## config.mk

```make
export PLATFORM = sky130hd
export DESIGN_NAME = riscv_control_decoder_flat
export DESIGN_NICKNAME = d
export VERILOG_FILES = /design/src/rtl/rcd_pkg.sv /design/src/rtl/rcd_instr_if.sv /design/src/rtl/rcd_result_if.sv /design/src/rtl/riscv_control_decoder.sv /design/src/flat_wrapper.sv
export SDC_FILE = /design/constraint.sdc
export NUM_CORES = 1
export LEC_CHECK = 0
export ABC_CLOCK_PERIOD_IN_PS = 3190
export BUFFER_PORTS_ARGS = -buffer_cell sky130_fd_sc_hd__buf_2
export CORE_MARGIN = 3
export CORE_UTILIZATION = 40
export CTS_CLUSTER_SIZE = 10
export DETAILED_ROUTE_END_ITERATION = 10
export HOLD_SLACK_MARGIN = 0.12
export MAX_ROUTING_LAYER = met4
export PLACE_DENSITY = 0.66
export SLEW_MARGIN = 20
export SYNTH_ARGS = -nofsm -noshare
export SYNTH_HDL_FRONTEND = slang
export SYNTH_SLANG_ARGS = --single-unit
```

## constraint.sdc

```tcl
create_clock -name clk -period 3.19 [get_ports clk]
set_input_delay 0.1595 -clock clk [delete_from_list [all_inputs] [get_ports clk]]
set_output_delay 0.1595 -clock clk [all_outputs]
set_load 0.01 [all_outputs]
```

## src/rtl/rcd_pkg.sv

```systemverilog
`default_nettype none

package rcd_pkg;

  // Field widths of one beat on each channel.
  localparam int unsigned InstrWidth = 32;
  localparam int unsigned ClassWidth = 3;
  localparam int unsigned OpWidth    = 7;

  typedef logic [OpWidth-1:0]    alu_op_t;
  typedef logic [ClassWidth-1:0] alu_class_t;
  typedef logic [6:0]            opcode_t;

  // Major opcodes.
  localparam opcode_t OPC_OP        = 7'b0110011;
  localparam opcode_t OPC_OP_IMM    = 7'b0010011;
  localparam opcode_t OPC_LOAD      = 7'b0000011;
  localparam opcode_t OPC_LOAD_FP   = 7'b0000111;
  localparam opcode_t OPC_STORE     = 7'b0100011;
  localparam opcode_t OPC_STORE_FP  = 7'b0100111;
  localparam opcode_t OPC_BRANCH    = 7'b1100011;
  localparam opcode_t OPC_LUI       = 7'b0110111;
  localparam opcode_t OPC_JALR      = 7'b1100111;
  localparam opcode_t OPC_AUIPC     = 7'b0010111;
  localparam opcode_t OPC_JAL       = 7'b1101111;
  localparam opcode_t OPC_OP_32     = 7'b0111011;
  localparam opcode_t OPC_OP_IMM_32 = 7'b0011011;
  localparam opcode_t OPC_OP_FP     = 7'b1010011;
  localparam opcode_t OPC_MADD      = 7'b1000011;
  localparam opcode_t OPC_MSUB      = 7'b1000111;
  localparam opcode_t OPC_NMSUB     = 7'b1001011;
  localparam opcode_t OPC_NMADD     = 7'b1001111;

  // funct7 values that select the M extension and the alternate forms.
  localparam logic [6:0] F7_MULDIV = 7'b0000001;
  localparam logic [6:0] F7_ALT    = 7'b0100000;
  // Upper immediate bits 31:26 that mark SRAI.
  localparam logic [5:0] F6_SRAI   = 6'b010000;

  // ALU classes.
  localparam alu_class_t CLASS_ADD   = 3'd0;
  localparam alu_class_t CLASS_IMM   = 3'd1;
  localparam alu_class_t CLASS_REG   = 3'd2;
  localparam alu_class_t CLASS_FP    = 3'd3;
  localparam alu_class_t CLASS_FMA   = 3'd4;

  // ALU operation codes.
  localparam alu_op_t OP_NONE  = 7'd0;
  localparam alu_op_t OP_ADD   = 7'd1;
  localparam alu_op_t OP_SUB   = 7'd2;
  localparam alu_op_t OP_SLL   = 7'd3;
  localparam alu_op_t OP_SLT   = 7'd4;
  localparam alu_op_t OP_SLTU  = 7'd5;
  localparam alu_op_t OP_XOR   = 7'd6;
  localparam alu_op_t OP_SRL   = 7'd7;
  localparam alu_op_t OP_SRA   = 7'd8;
  localparam alu_op_t OP_OR    = 7'd9;
  localparam alu_op_t OP_AND   = 7'd10;
  localparam alu_op_t OP_MUL   = 7'd11;
  localparam alu_op_t OP_ADDW  = 7'd19;
  localparam alu_op_t OP_SUBW  = 7'd20;
  localparam alu_op_t OP_SLLW  = 7'd21;
  localparam alu_op_t OP_SRLW  = 7'd22;
  localparam alu_op_t OP_SRAW  = 7'd23;
  localparam alu_op_t OP_MULW  = 7'd24;
  localparam alu_op_t OP_DIVW  = 7'd25;
  localparam alu_op_t OP_DIVUW = 7'd26;
  localparam alu_op_t OP_REMW  = 7'd27;
  localparam alu_op_t OP_REMUW = 7'd28;
  localparam alu_op_t OP_FP_S_BASE  = 7'd29;
  localparam alu_op_t OP_FP_D_SHIFT = 7'd24;
  localparam alu_op_t OP_FMA_BASE   = 7'd77;
  localparam alu_op_t OP_LAST       = 7'd84;

  // One registered result beat.
  typedef struct packed {
    logic       reg_write;
    logic       alu_source_imm;
    logic       mem_to_reg;
    logic       mem_read;
    logic       mem_write;
    logic       is_branch;
    alu_class_t alu_class;
    alu_op_t    alu_operation;
  } rcd_result_t;

  // Base integer operation selected by funct3.
  function automatic alu_op_t rtype_base(input logic [2:0] f3);
    alu_op_t op;
    unique case (f3)
      3'd0: op = OP_ADD;
      3'd1: op = OP_SLL;
      3'd2: op = OP_SLT;
      3'd3: op = OP_SLTU;
      3'd4: op = OP_XOR;
      3'd5: op = OP_SRL;
      3'd6: op = OP_OR;
      default: op = OP_AND;
    endcase
    return op;
  endfunction

endpackage

`default_nettype wire

```

## src/rtl/rcd_instr_if.sv

```systemverilog
`default_nettype none

interface rcd_instr_if;
  import rcd_pkg::*;

  logic                  valid;
  logic                  ready;
  logic [InstrWidth-1:0] instruction_word;

  modport source (output valid, output instruction_word, input ready);
  modport sink (input valid, input instruction_word, output ready);
endinterface

`default_nettype wire

```

## src/rtl/rcd_result_if.sv

```systemverilog
`default_nettype none

interface rcd_result_if;
  import rcd_pkg::*;

  logic       valid;
  logic       ready;
  logic       reg_write;
  logic       alu_source_imm;
  logic       mem_to_reg;
  logic       mem_read;
  logic       mem_write;
  logic       is_branch;
  alu_class_t alu_class;
  alu_op_t    alu_operation;

  modport source (
    output valid, output reg_write, output alu_source_imm, output mem_to_reg,
    output mem_read, output mem_write, output is_branch, output alu_class,
    output alu_operation, input ready
  );
  modport sink (
    input valid, input reg_write, input alu_source_imm, input mem_to_reg,
    input mem_read, input mem_write, input is_branch, input alu_class,
    input alu_operation, output ready
  );
endinterface

`default_nettype wire

```

## src/rtl/riscv_control_decoder.sv

```systemverilog
// Main control and ALU operation decode for RV64IMFD instructions.
//
// The instr channel takes one 32-bit instruction per beat. The result channel
// gives one beat per instruction, in order: the six control flags, the ALU
// class (0 to 4) and the ALU operation code (0 means none).
//
// Inside are two registers: the instruction register, then the result
// register, with the table decode between them. An accepted instruction is
// held in the instruction register, and its decoded result is registered in
// the result register, from which its result beat is offered. One
// instruction is accepted every cycle while the receiver keeps up; both
// stages move forward on the same edge.
//
// When the receiver stalls, the result register holds its beat; the
// instruction register still fills, so one more instruction is taken before
// instr.ready drops. Ready returns in the same cycle that result.ready rises.
// Synchronous reset empties both stages; no beat is offered after reset
// until a new instruction is accepted.
`default_nettype none

module riscv_control_decoder (
  input  wire logic   clk,
  input  wire logic   rst,
  rcd_instr_if.sink   instr,
  rcd_result_if.source result
);
  import rcd_pkg::*;

  logic [InstrWidth-1:0] instr_reg;
  logic                  instr_valid;
  rcd_result_t           result_reg;
  rcd_result_t           result_next;
  logic                  result_valid;
  logic                  result_advance;
  logic                  instr_take;
  alu_op_t               alu_op;

  // Stage handshakes: each stage moves when the one after it has room.
  assign result_advance = !result_valid || result.ready;
  assign instr.ready    = !instr_valid || result_advance;
  assign instr_take     = instr.valid && instr.ready;

  // Instruction register.
  always_ff @(posedge clk) begin
    if (rst) begin
      instr_valid <= 1'b0;
    end else if (instr.ready) begin
      instr_valid <= instr.valid;
    end
  end

  always_ff @(posedge clk) begin
    if (instr_take) begin
      instr_reg <= instr.instruction_word;
    end
  end

  // Instruction fields.
  opcode_t    opc;
  logic [2:0] f3;
  logic [6:0] f7;
  logic [4:0] f5;
  logic [1:0] f2;
  logic [5:0] fp_group;
  logic       fp_double;

  assign opc       = instr_reg[6:0];
  assign f3        = instr_reg[14:12];
  assign f7        = instr_reg[31:25];
  assign f5        = instr_reg[24:20];
  assign f2        = instr_reg[26:25];
  assign fp_group  = f7[6:1];
  assign fp_double = f7[0];

  // Control flags and ALU class from the major opcode.
  always_comb begin
    result_next = '0;
    unique case (opc)
      OPC_OP: begin
        result_next.reg_write = 1'b1;
        result_next.alu_class = CLASS_REG;
      end
      OPC_OP_IMM: begin
        result_next.reg_write      = 1'b1;
        result_next.alu_source_imm = 1'b1;
        result_next.alu_class      = CLASS_IMM;
      end
      OPC_LOAD, OPC_LOAD_FP: begin
        result_next.reg_write      = 1'b1;
        result_next.alu_source_imm = 1'b1;
        result_next.mem_to_reg     = 1'b1;
        result_next.mem_read       = 1'b1;
      end
      OPC_STORE, OPC_STORE_FP: begin
        result_next.alu_source_imm = 1'b1;
        result_next.mem_write      = 1'b1;
      end
      OPC_BRANCH: begin
        result_next.is_branch = 1'b1;
        result_next.alu_class = CLASS_IMM;
      end
      OPC_LUI, OPC_JALR: begin
        result_next.reg_write      = 1'b1;
        result_next.alu_source_imm = 1'b1;
      end
      OPC_AUIPC, OPC_JAL: begin
        result_next.reg_write = 1'b1;
      end
      OPC_OP_IMM_32: begin
        result_next.reg_write      = 1'b1;
        result_next.alu_source_imm = 1'b1;
        result_next.alu_class      = CLASS_REG;
      end
      OPC_OP_32: begin
        result_next.reg_write = 1'b1;
        result_next.alu_class = CLASS_REG;
      end
      OPC_OP_FP: begin
        result_next.reg_write = 1'b1;
        result_next.alu_class = CLASS_FP;
      end
      OPC_MADD, OPC_MSUB, OPC_NMSUB, OPC_NMADD: begin
        result_next.reg_write = 1'b1;
        result_next.alu_class = CLASS_FMA;
      end
      default: begin
      end
    endcase
    result_next.alu_operation = alu_op;
  end

  // Integer register decode. A W combination that is not listed falls
  // through to the 64-bit table.
  alu_op_t reg_op;
  logic    w_hit;
  alu_op_t w_op;

  always_comb begin
    w_hit = 1'b0;
    w_op  = OP_NONE;
    if (opc == OPC_OP_32 || opc == OPC_OP_IMM_32) begin
      unique case (f3)
        3'd0: begin
          w_hit = 1'b1;
          if (opc == OPC_OP_IMM_32) begin
            w_op = OP_ADDW;
          end else if (f7 == F7_MULDIV) begin
            w_op = OP_MULW;
          end else if (f7 == F7_ALT) begin
            w_op = OP_SUBW;
          end else begin
            w_op = OP_ADDW;
          end
        end
        3'd1: begin
          w_hit = 1'b1;
          w_op  = OP_SLLW;
        end
        3'd4: begin
          w_hit = (f7 == F7_MULDIV);
          w_op  = OP_DIVW;
        end
        3'd5: begin
          w_hit = 1'b1;
          if (f7 == F7_MULDIV) begin
            w_op = OP_DIVUW;
          end else if (f7 == F7_ALT) begin
            w_op = OP_SRAW;
          end else begin
            w_op = OP_SRLW;
          end
        end
        3'd6: begin
          w_hit = (f7 == F7_MULDIV);
          w_op  = OP_REMW;
        end
        3'd7: begin
          w_hit = (f7 == F7_MULDIV);
          w_op  = OP_REMUW;
        end
        default: begin
        end
      endcase
    end
  end

  always_comb begin
    priority if (w_hit) begin
      reg_op = w_op;
    end else if (f7 == F7_MULDIV) begin
      reg_op = OP_MUL + alu_op_t'(f3);
    end else if (f7 == F7_ALT && f3 == 3'd0) begin
      reg_op = OP_SUB;
    end else if (f7 == F7_ALT && f3 == 3'd5) begin
      reg_op = OP_SRA;
    end else begin
      reg_op = rtype_base(f3);
    end
  end

  // Branch and immediate decode.
  alu_op_t imm_op;

  always_comb begin
    if (opc == OPC_BRANCH) begin
      unique case (f3)
        3'd0, 3'd1: imm_op = OP_SUB;
        3'd4, 3'd5: imm_op = OP_SLT;
        3'd6, 3'd7: imm_op = OP_SLTU;
        default:    imm_op = OP_NONE;
      endcase
    end else if (f3 == 3'd5) begin
      imm_op = (instr_reg[31:26] == F6_SRAI) ? OP_SRA : OP_SRL;
    end else begin
      imm_op = rtype_base(f3);
    end
  end

  // Floating-point decode: index into the single-precision list, then
  // offset for double precision.
  logic [4:0] fp_index;
  logic       fp_hit;
  alu_op_t    fp_op;

  always_comb begin
    fp_index = '0;
    fp_hit   = 1'b0;
    unique case (fp_group)
      6'h00: begin fp_hit = 1'b1; fp_index = 5'd0; end
      6'h02: begin fp_hit = 1'b1; fp_index = 5'd1; end
      6'h04: begin fp_hit = 1'b1; fp_index = 5'd2; end
      6'h06: begin fp_hit = 1'b1; fp_index = 5'd3; end
      6'h16: begin fp_hit = (f5 == 5'd0); fp_index = 5'd4; end
      6'h08: begin
        fp_hit   = (f3 <= 3'd2);
        fp_index = 5'd5 + {2'b00, f3};
      end
      6'h0A: begin
        fp_hit   = (f3 <= 3'd1);
        fp_index = 5'd8 + {2'b00, f3};
      end
      6'h28: begin
        fp_hit   = (f3 <= 3'd2);
        fp_index = 5'd12 - {2'b00, f3};
      end
      6'h30: begin
        fp_hit   = (f5 <= 5'd3);
        fp_index = 5'd13 + {3'b000, f5[1:0]};
      end
      6'h34: begin
        fp_hit   = (f5 <= 5'd3);
        fp_index = 5'd17 + {3'b000, f5[1:0]};
      end
      6'h38: begin
        fp_hit   = (f3 <= 3'd1);
        fp_index = 5'd22 - {4'b0000, f3[0]};
      end
      6'h3C: begin fp_hit = 1'b1; fp_index = 5'd23; end
      default: begin
      end
    endcase
    fp_op = OP_FP_S_BASE + {2'b00, fp_index} + (fp_double ? OP_FP_D_SHIFT : OP_NONE);
  end

  // Fused multiply-add: the opcode picks the form, funct2 the precision.
  alu_op_t fma_op;
  assign fma_op = OP_FMA_BASE + {5'b00000, opc[3:2]} + ((f2 != 2'b00) ? 7'd4 : 7'd0);

  // Final operation select by class.
  always_comb begin
    unique case (opc)
      OPC_OP, OPC_OP_32, OPC_OP_IMM_32:             alu_op = reg_op;
      OPC_OP_IMM, OPC_BRANCH:                       alu_op = imm_op;
      OPC_OP_FP:                                    alu_op = fp_hit ? fp_op : OP_NONE;
      OPC_MADD, OPC_MSUB, OPC_NMSUB, OPC_NMADD:     alu_op = fma_op;
      default:                                      alu_op = OP_ADD;
    endcase
  end

  // Result register.
  always_ff @(posedge clk) begin
    if (rst) begin
      result_valid <= 1'b0;
    end else if (result_advance) begin
      result_valid <= instr_valid;
    end
  end

  always_ff @(posedge clk) begin
    if (result_advance && instr_valid) begin
      result_reg <= result_next;
    end
  end

  assign result.valid          = result_valid;
  assign result.reg_write      = result_reg.reg_write;
  assign result.alu_source_imm = result_reg.alu_source_imm;
  assign result.mem_to_reg     = result_reg.mem_to_reg;
  assign result.mem_read       = result_reg.mem_read;
  assign result.mem_write      = result_reg.mem_write;
  assign result.is_branch      = result_reg.is_branch;
  assign result.alu_class      = result_reg.alu_class;
  assign result.alu_operation  = result_reg.alu_operation;

  // A full pipeline with a stalled receiver must refuse new instructions.
  a_full_blocks : assert property (@(posedge clk) disable iff (rst)
    (instr_valid && result_valid && !result.ready) |-> !instr.ready)
    else $error("instruction accepted while both stages are full and stalled");

  // An unstalled instruction moves to the result register at the next edge.
  a_moves_on : assert property (@(posedge clk) disable iff (rst)
    (instr_valid && result_advance) |=> result_valid)
    else $error("decoded instruction lost between stages");

  // Operation codes stay within the defined range.
  a_op_range : assert property (@(posedge clk) disable iff (rst)
    result_valid |-> (result_reg.alu_operation <= OP_LAST))
    else $error("operation code out of range");

  // Loads always write back from memory.
  a_load_flags : assert property (@(posedge clk) disable iff (rst)
    (result_valid && result_reg.mem_read) |->
      (result_reg.mem_to_reg && result_reg.reg_write && !result_reg.mem_write))
    else $error("inconsistent load control flags");

  // The FMA class only gives FMA operation codes.
  a_fma_ops : assert property (@(posedge clk) disable iff (rst)
    (result_valid && result_reg.alu_class == CLASS_FMA) |->
      (result_reg.alu_operation >= OP_FMA_BASE))
    else $error("FMA class with a non-FMA operation");

endmodule

`default_nettype wire
```

## src/flat_wrapper.sv

```systemverilog
// flat-port wrapper written by rule: the top's interface ports become plain ports
module riscv_control_decoder_flat import rcd_pkg::*;
  (clk, rst, instr_valid, instr_instruction_word, instr_ready, result_valid, result_reg_write, result_alu_source_imm, result_mem_to_reg, result_mem_read, result_mem_write, result_is_branch, result_alu_class, result_alu_operation, result_ready);
  rcd_instr_if instr_i ();
  rcd_result_if result_i ();
  input  wire logic clk;
  input  wire logic rst;
  input wire logic [$bits(instr_i.valid)-1:0] instr_valid;
  input wire logic [$bits(instr_i.instruction_word)-1:0] instr_instruction_word;
  output wire logic [$bits(instr_i.ready)-1:0] instr_ready;
  output wire logic [$bits(result_i.valid)-1:0] result_valid;
  output wire logic [$bits(result_i.reg_write)-1:0] result_reg_write;
  output wire logic [$bits(result_i.alu_source_imm)-1:0] result_alu_source_imm;
  output wire logic [$bits(result_i.mem_to_reg)-1:0] result_mem_to_reg;
  output wire logic [$bits(result_i.mem_read)-1:0] result_mem_read;
  output wire logic [$bits(result_i.mem_write)-1:0] result_mem_write;
  output wire logic [$bits(result_i.is_branch)-1:0] result_is_branch;
  output wire logic [$bits(result_i.alu_class)-1:0] result_alu_class;
  output wire logic [$bits(result_i.alu_operation)-1:0] result_alu_operation;
  input wire logic [$bits(result_i.ready)-1:0] result_ready;
  assign instr_i.valid = instr_valid;
  assign instr_i.instruction_word = instr_instruction_word;
  assign instr_ready = instr_i.ready;
  assign result_valid = result_i.valid;
  assign result_reg_write = result_i.reg_write;
  assign result_alu_source_imm = result_i.alu_source_imm;
  assign result_mem_to_reg = result_i.mem_to_reg;
  assign result_mem_read = result_i.mem_read;
  assign result_mem_write = result_i.mem_write;
  assign result_is_branch = result_i.is_branch;
  assign result_alu_class = result_i.alu_class;
  assign result_alu_operation = result_i.alu_operation;
  assign result_i.ready = result_ready;
  riscv_control_decoder u_core (.clk(clk), .rst(rst), .instr(instr_i), .result(result_i));
endmodule
```

**Word level (Yosys, flattened, before mapping)**

Index checks and enable logic that the tools add are counted.
Widths: inputs -> output; s select.

- Register bits after elaboration: 50
- Input bits: 36
- Output and inout port bits: 18
- Word-level logic and storage cells: 124

- $add $sub $neg: 11
- Order comparisons: 3
- Equality and inequality tests: 39
- Muxes and demuxes: 31
- Reductions and logical operators: 29

Operator list:

| cell | number |
|---|---|
| $mux 7 | 11 |
| $eq 7x7->1 const B | 8 |
| $pmux 5 s11 | 1 |
| $eq 7x6->1 const B | 6 |
| $pmux 7 s6 | 1 |
| $eq 6x6->1 const B | 5 |
| $pmux 4 s7 | 1 |
| $pmux 7 s4 | 1 |
| $pmux 4 s6 | 1 |
| $eq 7x5->1 const B | 3 |
| $reduce_or 2->1 | 9 |
| $reduce_or 15->1 | 1 |
| $add 7x7->7 | 2 |
| $eq 3x3->1 const B | 4 |
| $eq 6x3->1 const B | 2 |
| $eq 6x4->1 const B | 2 |
| $eq 6x5->1 const B | 2 |
| $pmux 3 s4 | 1 |
| $add 4x3->5 const A | 2 |
| $pmux 3 s3 | 1 |
| $reduce_or 3->1 | 3 |
| $reduce_or 8->1 | 1 |
| $add 7x2->7 const A | 1 |
| $eq 7x1->1 const B | 1 |
| other kinds (30) | 43 |

**Longest topological paths before layout**

Gate-level depths: netlist of run 1.

- Word-level depth: 8
- Gate-level depth with buffers: 14
- Gate-level depth less buffers: 13

**Worst setup path before layout of run 1**

No wires, ideal clock.

- Path kind: reg-to-reg
- From: reg u_core.instr_reg[29]
- To: reg u_core.result_reg (netlist bit u_core.result.alu_operation[4]), data pin
- Setup time: 278 ps
- Arrival time: 2698 ps
- Data required time: 2912 ps
- Path slack: 214 ps
- Cell stages (with the launch flop): 12
- Path buffers: 1
- Cell sequence: edfxtp_1 buf_2 and2_1 o21ai_0 a31oi_1 or2_2 ha_1 nor4_1 xnor2_1 inv_1 fa_1 o221ai_1

- Cells in the longest elaborated chain, start to end: 6
- Elaborated cells on any way between the ends: 30
- Those cells by class: add/sub (2); eq/ne (13); mux (9); reduce/logical (6)

RTL lines:

| element | RTL line | source |
|---|---|---|
| start, declared | riscv_control_decoder.sv:29 | `logic [InstrWidth-1:0] instr_reg;` |
| start signal, assigned | riscv_control_decoder.sv:54 | `instr_reg <= instr.instruction_word;` |
| $eq 6x6->1, or another cell as far along | riscv_control_decoder.sv:228 | `unique case (fp_group)` |
| $pmux 5 s11 or $logic_and 1x1->1 (tied branches) | riscv_control_decoder.sv:228, riscv_control_decoder.sv:192 |  |
| $add 5x5->6 or $mux 7 (tied branches) | riscv_control_decoder.sv:262, riscv_control_decoder.sv:192 |  |
| $add 7x7->7 or $mux 7 (tied branches) | riscv_control_decoder.sv:262, riscv_control_decoder.sv:190 |  |
| $mux 7 (on tied branches) | riscv_control_decoder.sv:274, riscv_control_decoder.sv:188 |  |
| $pmux 7 s4 * | riscv_control_decoder.sv:271 | `unique case (opc)` |
| via u_core.alu_op[4] | riscv_control_decoder.sv:36 | `alu_op_t alu_op;` |
| end signal, assigned | riscv_control_decoder.sv:291 | `result_reg <= result_next;` |
| end, declared | riscv_control_decoder.sv:31 | `rcd_result_t result_reg;` |

The timed path passes the listed nets; every way through them passes the cells marked *.
A chain may end at the register's enable or synchronous reset.

**Final worst setup path of run 1**

Same ends and word-level chain as after synthesis.

==> results.toml, run 1 <==
[floorplanning]
die_w_um = 90.9
design.core.area_sq_um = 6910
dieArea_sq_um = 8260
core.rowCount = 30
dieHeight_um = 90.9
start_util = 0.417
io_pins = 54

[placement]
portBuffers = 43
place.gp.congestion = 0.972
place_area_sq_um = 3220
place_hpwl_mm = 5.47

[setup_path]
required_ns = 3.22
crit-reg2reg-launch = "u_core.instr_reg[29]$_DFFE_PP_"
crit_family = "adder cells"
crit_buf_inv = 2
end_kind = "register"
cp_max_fo = 11
cp.arrival_ns = 2.99
startpoint = "u_core.instr_reg[29]$_DFFE_PP_"
crit_type = "reg2reg"
slowest_stage = "fa_1"
start_kind = "register"
cp_cell_sequence = "buf_6 > nand3b_1 > o21bai_1 > a31oi_2 > or2_2 > ha_2 > nor4_2 > xnor2_1 > inv_1 > fa_1 > o221ai_1"
critical_path.max_stage_delay_ns = 0.55

[timing]
max-slew-margin-rel = 0.384
finalSetupTns_ns = 0
drv_slew = 0
hold_viol = 0
setup_viol = 0
tightest_slew_ns = 0.924
min_period_ns = 2.97
min_period_over_period = 0.931
skew_ns = 0.00925
whs_ns = 0.194
max_freq_mhz = 337

[power]
p_sw_frac = 0.282
pwr-share-clk = 0.277
irDropWorstVdd_mv = 0.218
intPower_w = 0.000862
pwr-share-comb = 0.208
leakagePower_nw = 1.43
seqPwrFrac = 0.515
pwr_density_cell_nw_per_um2 = 332
switchingPower_w = 0.000339

[logic_synthesis]
synth.most_common_cell = "edfxtp_1"
synthCells = 306
async_flop_share = 0
synth_warnings = 0
synth-seq-cells = 39
yosys.area.top_type = "edfxtp_1"
synth_cell_type_count = 68
synthesis.area_sq_um = 2880
ys_top_cells_by_area = "edfxtp_1 39%, ha_1 8.7%, a21oi_1 4.7%"
synth-edff-count = 37
synth_ff_type = "edfxtp_1"
avgSynthCellArea_sq_um = 9.42
synth_commonest_cells = "37 x edfxtp_1, 28 x nor2_1, 27 x a21oi_1"
synth_fp_nets = 363
ys_seq_area_frac = 0.399
synth_top_area_share = 0.385

[detailed_routing]
drt_wl_total_mm = 7.33
ant_nets = 0
drc = 0
dr.pass1.iters = 5
drt-vias-per-instance = 5.62
drt-initial-drc-count = 213
num_vias = 2681
wire_per_inst_um = 15.4

[job]
cap_violations = 0

[grt]
antenna_found_initial = 0
grt_max_degree = 23
grt_pass1_wl_mm = 11.8
grt_usage = 0.182
grt_overflow_total = 0
grt_pass1_vias = 2509

[hold_path]
min-delay-start = "result_ready"
worstHoldPathType = "in2reg"

[clock_network]
clk-insertion-delay-late_ns = 0.30
clock_sinks = 39
htreeDepth = 2
cts.clk_slew.worst_paths_ns = 0.08
cts_root_buf = "clkbuf_8"
cts_buffers = 5
cts_tree = "built"
clockBufferDepth = 2

[cells_and_area]
final_cell_area_sq_um = 3620
area_growth_syn_to_layout_pct = 25.6
insertedDiodeCount = 0
nets = 437
drive_gt1_frac = 0.213
largest_register_ffs = 22

[outcome]
outcome = "finished clean"
[what timing repair did]
item / CTS / global route
buffers inserted: 0 / 5
resized for setup: 0 / 8
setup endpoints to repair: 0 / 3
hold buffers: 24 / 0
endpoints found under the hold margin: 24 / 0
[per-layer routing]
metal / wire length, um / part of all wire / track usage / vias up
li1: - / - / - / 1302
met1: 3270 / 0.45 / 0.238 / 1253
met2: 3380 / 0.46 / 0.283 / 110
met3: 514 / 0.070 / 0.0367 / 16
met4: 160 / 0.022 / 0.0616 / 0
met5: 0 / 0 / - / -
[power by group through the flow]
| stage | sequential [W] | clock, W | combinational [W] |
|---|---|---|---|
| 5_1_grt | 0.000622 | 0.000360 | 0.000276 |
| 6_report | 0.000618 | 0.000333 | 0.000250 |
| 3_5_place_dp | 0.000629 | 0 | 0.000214 |
| 4_1_cts | 0.000617 | 0.000340 | 0.000237 |
| 2_1_floorplan | 0.000624 | 0 | 0.000145 |
| 3_3_place_gp | 0.000628 | 0 | 0.000212 |
[layout by cell type, fill, tap and decap left out, types with 2 or more instances in the layout]
master,count
dfxtp_1,2
nor3b_1,2
o41ai_1,2
a221oi_1,2
nor3_1,9
a211oi_1,4
a32oi_1,3
nor2b_1,13
inv_1,20
o211ai_1,4
clkbuf_1,2
a311o_1,2
buf_4,17
o31ai_1,2
nor2_1,28
nand4_1,3
o221ai_1,7
o21ai_1,3
dlygate4sd3_1,24
or4_1,2
o21ai_0,13
edfxtp_1,37
nand2b_1,2
nor2_2,2
nand3_1,9
buf_2,43
clkbuf_8,5
xnor2_1,5
nand2_1,18
ha_1,18
o22ai_1,3
o21a_1,2
a21oi_1,27
ha_2,2
and2_1,6
[final timing paths]
check | end | slack [ns] | cells after the start
min reg2reg | u_core.result.valid$_SDFFE_PP0P_ | 0.52 | 2
min | u_core.result.valid$_SDFFE_PP0P_ | 0.19 | 4
max reg2reg | u_core.result.alu_operation[4]$_DFFE_PP_ | 0.22 | 11
max | u_core.result.alu_operation[4]$_DFFE_PP_ | 0.22 | 11
[area by class of cell]
class / instances / area (sq um)
clock inverter: 1 / 7.51
timing repair buffer: 85 / 594
sequential: 39 / 1150
fill: 654 / 3290
multi-input combinational: 229 / 1600
clock buffer: 7 / 76.3
tap: 96 / 120
inverter: 20 / 75.1
[logic make-up (layout without fill, tap and decap cells)]
group,after synthesis,after routing,share of synthesized area
mux,1,1,0.00347
simple gates,111,111,0.213
compound gates,90,90,0.214
buf+inv,38,113,0.0586
flops,39,39,0.399
fa+ha+maj,21,21,0.0938
xor+xnor,6,6,0.0182
[through the flow]
stage / std cells / util / total power (W) / setup slack, ns
after floorplan: 306 / - / 0.000768 / 0.214
after global placement: 440 / 0.466 / 0.000840 / 0.177
after detailed placement: 440 / 0.466 / 0.000843 / 0.136
after CTS: 472 / 0.513 / 0.00119 / 0.121
after global routing: 477 / 0.524 / 0.00126 / -0.00305
final: 477 / 0.524 / 0.00120 / 0.221
[worst min-delay path, cell delays in order]
cell	delay, ns
buf_2	0.08
nor2b_1	0.07
nor2_1	0.09
nor2_1	0.04
No activity file was read; power rests on OpenSTA's default activity.
==> run 2: changes to the inputs <==
Settings changed: ABC_AREA from default to 1, CORE_MARGIN 3 to 2.
==> run 2 against run 1 <==
Compared with the run above: cell count is 15% higher; synthesized cell count rose by 23%; hold slack got worse by 0.047 ns; die area down 3.8%; sequential share of layout area up 0.25 points; first-iteration DRC count is 41% lower; largest cell class unchanged; global-route usage up 0.49 points.
==> results.toml, run 2 <==
[outcome]
outcome = "finished clean"

[logic_synthesis]
ys_seq_area_frac = 0.397
synth_fp_nets = 432
ys_top_cells_by_area = "edfxtp_1 38%, nand2_1 12%, ha_1 8.6%"
synth_cell_type_count = 36
synth-edff-count = 37
synth_warnings = 0
synth-seq-cells = 39
synth_top_area_share = 0.383
avgSynthCellArea_sq_um = 7.74
synthesis.area_sq_um = 2900
async_flop_share = 0
yosys.area.top_type = "edfxtp_1"
synth_commonest_cells = "95 x nand2_1, 52 x inv_1, 41 x nand3_1"
synth_ff_type = "edfxtp_1"
synth.most_common_cell = "nand2_1"
synthCells = 375

[placement]
place_area_sq_um = 3250
portBuffers = 43
place_hpwl_mm = 5.27
place.gp.congestion = 0.894

[hold_path]
hold_depth = 3
worstHoldPathType = "in2reg"
min-delay-start = "instr_valid"
min_to = "u_core.instr_valid$_SDFFE_PP0N_"

[detailed_routing]
wire_per_inst_um = 12.2
num_vias = 2621
drt-initial-drc-count = 126
drt-vias-per-instance = 4.77
drt_wl_total_mm = 6.68
dr.pass1.iters = 5
ant_nets = 0
drc = 0

[floorplanning]
core.rowCount = 31
dieArea_sq_um = 7950
die_w_um = 89.2
dieHeight_um = 89.2
start_util = 0.407
io_pins = 54
design.core.area_sq_um = 7140

[cells_and_area]
final_common_cell = "nand2_1"
area_growth_syn_to_layout_pct = 23.8
largest_register_ffs = 22
register_area_sq_um = 1150
drive_gt1_frac = 0.200
mostFrequentLayoutCells = "95 x nand2_1, 51 x inv_1, 43 x buf_2, 41 x nand3_1, 38 x nor2_1"
multiInputGateArea_sq_um = 1520
insertedDiodeCount = 0
final_cell_area_sq_um = 3590
nets = 506
nFillCells = 731

[timing]
tightest_slew_ns = 0.852
max-slew-margin-rel = 0.432
whs_ns = 0.147
setup_viol = 0
rsz0062_at_grt = "no"
finalSetupTns_ns = 0
min_period_ns = 2.93
min_period_over_period = 0.919
max_freq_mhz = 341
skew_ns = 0.0117
hold_viol = 0
drv_slew = 0

[setup_path]
required_ns = 3.24
r2r_setup_slack_ns = 0.26
cp_max_fo = 4
crit_family = "adder cells"
crit_buf_inv = 3
slowest_stage = "fa_1"
crit_type = "reg2reg"
critical_path.max_stage_delay_ns = 0.50
start_kind = "register"
cp_cell_sequence = "inv_1 > ha_1 > ha_1 > nand3_1 > nand3_1 > nor2_4 > nand2_1 > xnor2_1 > ha_1 > inv_1 > fa_1 > inv_1 > nand2_1 > nand3_1"
r2r_end = "u_core.result.alu_operation[4]$_DFFE_PP_"
ff2ff_path_depth = 14
end_kind = "register"
crit-reg2reg-launch = "u_core.instr_reg[12]$_DFFE_PP_"
cp.arrival_ns = 2.98

[grt]
grt_pass1_wl_mm = 11.0
antenna_found_initial = 0
grt_pass1_vias = 2391
grt_overflow_total = 0
grt_max_degree = 23
grt_usage = 0.187

[clock_network]
cts_tree = "built"
post-cts-setup-buffers = 0
clockBufferDepth = 2
cts.clk_slew.worst_paths_ns = 0.09
cts_root_buf = "clkbuf_8"
clk-insertion-delay-late_ns = 0.29
cts_buffers = 5
htreeDepth = 2
clock_sinks = 39

[power]
leakagePower_nw = 1.79
pwr_density_cell_nw_per_um2 = 344
irDropWorstVdd_mv = 0.279
total_power_w = 0.00124

[job]
cap_violations = 0
==> run 2: changes by cell type in the layout (fill, tap and decap cells not counted), moves of 11 or more <==
cell     previous run  this run
nand2_2             0        11
nor2b_1            13         0
nand2_1            18        95
inv_1              20        51
a21oi_1            27        11
nand3_1             9        41
buf_4              17         4
==> run 2: kinds of logic after synthesis <==
family / Yosys count / share of synthesized area
simple gates: 225 / 0.372
buf+inv: 61 / 0.0811
flops: 39 / 0.397
compound gates: 27 / 0.0509
fa+ha+maj: 21 / 0.0931
xor+xnor: 2 / 0.00604
==> run 2: worst reg2reg max path, delay by kind of cell (launching register included) <==
| kind | cells | cell delay, ns |
|---|---|---|
| DFF | 1 | 0.44 |
| buffers and inverters | 3 | 0.18 |
| xor gates and xnor gates | 1 | 0.20 |
| adders and majority gates | 4 | 1.24 |
| and+or+nand+nor | 6 | 0.65 |
==> run 2: power by group <==
group / total (W) / internal, W / switching, W
combinational: 0.000224 / 0.0000930 / 0.000131
clock: 0.000403 / 0.000229 / 0.000173
sequential: 0.000609 / 0.000588 / 0.0000208
total: 0.00124 / 0.000911 / 0.000325
==> run 2: worst max path at each step <==
stage	end	slack (ns)	depth (start not counted)	startpoint
floorplan	u_core.result.alu_operation[4]$_DFFE_PP_	0.47	14	u_core.instr_reg[12]$_DFFE_PP_
global placement	u_core.result.alu_operation[4]$_DFFE_PP_	0.33	14	u_core.instr_reg[13]$_DFFE_PP_
detailed placement	u_core.result.alu_operation[4]$_DFFE_PP_	0.19	14	u_core.instr_reg[13]$_DFFE_PP_
CTS	u_core.result.alu_operation[4]$_DFFE_PP_	0.18	14	u_core.instr_reg[13]$_DFFE_PP_
global route	u_core.result.alu_operation[5]$_DFFE_PP_	0.06	15	u_core.instr_reg[13]$_DFFE_PP_
finish	u_core.result.alu_operation[4]$_DFFE_PP_	0.26	14	u_core.instr_reg[12]$_DFFE_PP_
==> run 2: cell type report <==
type / instances / share of cell area
Sequential cell: 39 / 0.321
Timing Repair Buffer: 70 / 0.132
Clock buffer: 5 / 0.0192
Tap cell: 99 / 0.0345
Multi-Input combinational cell: 275 / 0.422
Clock inverter: 3 / 0.0108
Inverter: 58 / 0.0606
==> run 2: metrics by stage <==
step,setup WS (ns),std cells,util
2_1_floorplan,0.473,375,-
3_3_place_gp,0.333,518,0.456
3_5_place_dp,0.194,518,0.456
4_1_cts,0.180,549,0.503
5_1_grt,0.0620,549,0.503
6_report,0.257,549,0.503
==> run 2: repair_timing <==
action | 4_1_cts | 5_1_grt
hold buffers | 23 | 0
setup endpoints to repair | 0 | 2
endpoints found under the hold margin | 24 | 0
gates resized for setup | 0 | 1
==> run 2: per-layer routing <==
layer | GRT usage | routed length (um)
met4 | 0.0380 | 72
met5 | - | 0
met2 | 0.317 | 3350
met1 | 0.234 | 3040
met3 | 0.0360 | 215
==> run 3: changes to the inputs <==
Settings changed: GPL_TIMING_DRIVEN from default to 0.
==> run 3 against run 2 <==
Compared with the run above: utilization is 0.28 points lower; sequential share of layout area is 0.18 points higher; critical path type unchanged; via count decreased by 0.34%; wire length is 1.1% higher; worst setup slack gained 0.0090 ns; cell count unchanged; sequential power about the same; global-route usage increased by 0.45 points.
==> results.toml, run 3 (same netlist as run 2, synthesis figures left out) <==
[detailed_routing]
wire_per_inst_um = 12.3
num_vias = 2612
drt_wl_total_mm = 6.75
drc = 0
drt-initial-drc-count = 145
dr.pass1.iters = 6
drt-vias-per-instance = 4.76
ant_nets = 0

[setup_path]
r2r_setup_slack_ns = 0.27
required_ns = 3.23
cp.arrival_ns = 2.96
end_kind = "register"
start_kind = "register"
cp_max_fo = 5
crit_type = "reg2reg"
ff2ff_path_depth = 14

[placement]
place_hpwl_mm = 5.14
place.gp.congestion = 0.887
placed_cells = 517
portBuffers = 43
place_area_sq_um = 3240

[cells_and_area]
mostFrequentLayoutCells = "95 x nand2_1, 50 x inv_1, 44 x buf_2, 40 x nand3_1, 38 x nor2_1"
finalNonFillerCells = 549
nets = 506
drive_gt1_frac = 0.209
final_cell_area_sq_um = 3570
insertedDiodeCount = 0
largest_register_ffs = 22
final_common_cell = "nand2_1"
utilization = 0.500
area_growth_syn_to_layout_pct = 23.1

[timing]
max_freq_mhz = 342
hold_viol = 0
rsz0062_at_grt = "no"
setup_viol = 0
drv_slew = 0
max-slew-margin-rel = 0.423
finalSetupTns_ns = 0
whs_ns = 0.129
skew_ns = 0.0102
tightest_slew_ns = 0.865
min_period_over_period = 0.917
min_period_ns = 2.92

[grt]
grt_pass1_wl_mm = 11.3
grt_usage = 0.192
grt_max_degree = 23
antenna_found_initial = 0
grt_overflow_total = 0
grt_pass1_vias = 2559

[power]
pwr_density_cell_nw_per_um2 = 327
leakagePower_nw = 1.79
irDropWorstVdd_mv = 0.201

[clock_network]
htreeDepth = 2
clk-insertion-delay-late_ns = 0.30
cts.clk_slew.worst_paths_ns = 0.08
cts_buffers = 5
cts_tree = "built"
clock_sinks = 39
cts_root_buf = "clkbuf_8"
clockBufferDepth = 2

[job]
cap_violations = 0

[floorplanning]
die_w_um = 89.2
start_util = 0.407
dieArea_sq_um = 7950
io_pins = 54
dieHeight_um = 89.2
design.core.area_sq_um = 7140
core.rowCount = 31

[hold_path]
worstHoldPathType = "in2reg"
hold_depth = 3

[outcome]
outcome = "finished clean"
run 3: cell types whose count changed in the layout (fill, tap and decap cells not counted), sizes merged:
cell    change
buf         -1
bufinv      -1
clkbuf      +1
clkinv      +1
run 3: what timing repair did:
item	in CTS	in global routing
buffers inserted	1	0
hold endpoints to repair	24	0
resized for setup	0	3
endpoints found under the setup margin	1	2
hold buffers	23	0
run 3: final timing paths:
| path | to | startpoint |
|---|---|---|
| worst min-delay path | u_core.instr_valid$_SDFFE_PP0N_ | instr_valid |
| worst max-delay path | u_core.result.alu_operation[4]$_DFFE_PP_ | u_core.instr_reg[12]$_DFFE_PP_ |
| worst min register to register | u_core.result.valid$_SDFFE_PP0P_ | u_core.instr_valid$_SDFFE_PP0N_ |
| worst max register to register | u_core.result.alu_operation[4]$_DFFE_PP_ | u_core.instr_reg[12]$_DFFE_PP_ |
run 3: worst max-delay path, cell delays in order (launching register included):
cell      delay [ns]
edfxtp_1        0.46
inv_2           0.09
ha_1            0.24
ha_1            0.29
nand3_1         0.10
nand3_2         0.14
nor2_4          0.15
nand2_1         0.08
xnor2_1         0.14
ha_1            0.20
inv_1           0.07
fa_1            0.51
inv_1           0.04
nand2_1         0.08
nand3_1         0.09
run 3: layout make-up:
class / instances / area [sq um]
clock buffer: 5 / 68.8
timing repair buffer: 67 / 453
fill: 740 / 3570
buffer: 3 / 17.5
multi-input combinational: 275 / 1520
inverter: 58 / 218
sequential: 39 / 1150
clock inverter: 3 / 15.0
tap: 99 / 124
run 3: layer usage:
metal / global-route usage / part of all wire
met5: - / 0
met4: 0.0678 / 0.022
met3: 0.0277 / 0.028
met2: 0.330 / 0.50
met1: 0.228 / 0.45
run 3: power by group:
| part | total, W | switching [W] | internal (W) |
|---|---|---|---|
| Combinational | 0.000226 | 0.000134 | 0.0000916 |
| Sequential | 0.000607 | 0.0000187 | 0.000588 |
| Clock | 0.000335 | 0.000186 | 0.000150 |
| Total | 0.00117 | 0.000338 | 0.000830 |
run 3: per-stage QoR:
stage / total power, W / setup WS, ns
finish: 0.00117 / 0.266
global route: 0.00123 / 0.0601
CTS: 0.00118 / 0.116
detailed placement: 0.000820 / -0.00644
global placement: 0.000816 / 0.0490
floorplan: 0.000758 / 0.473
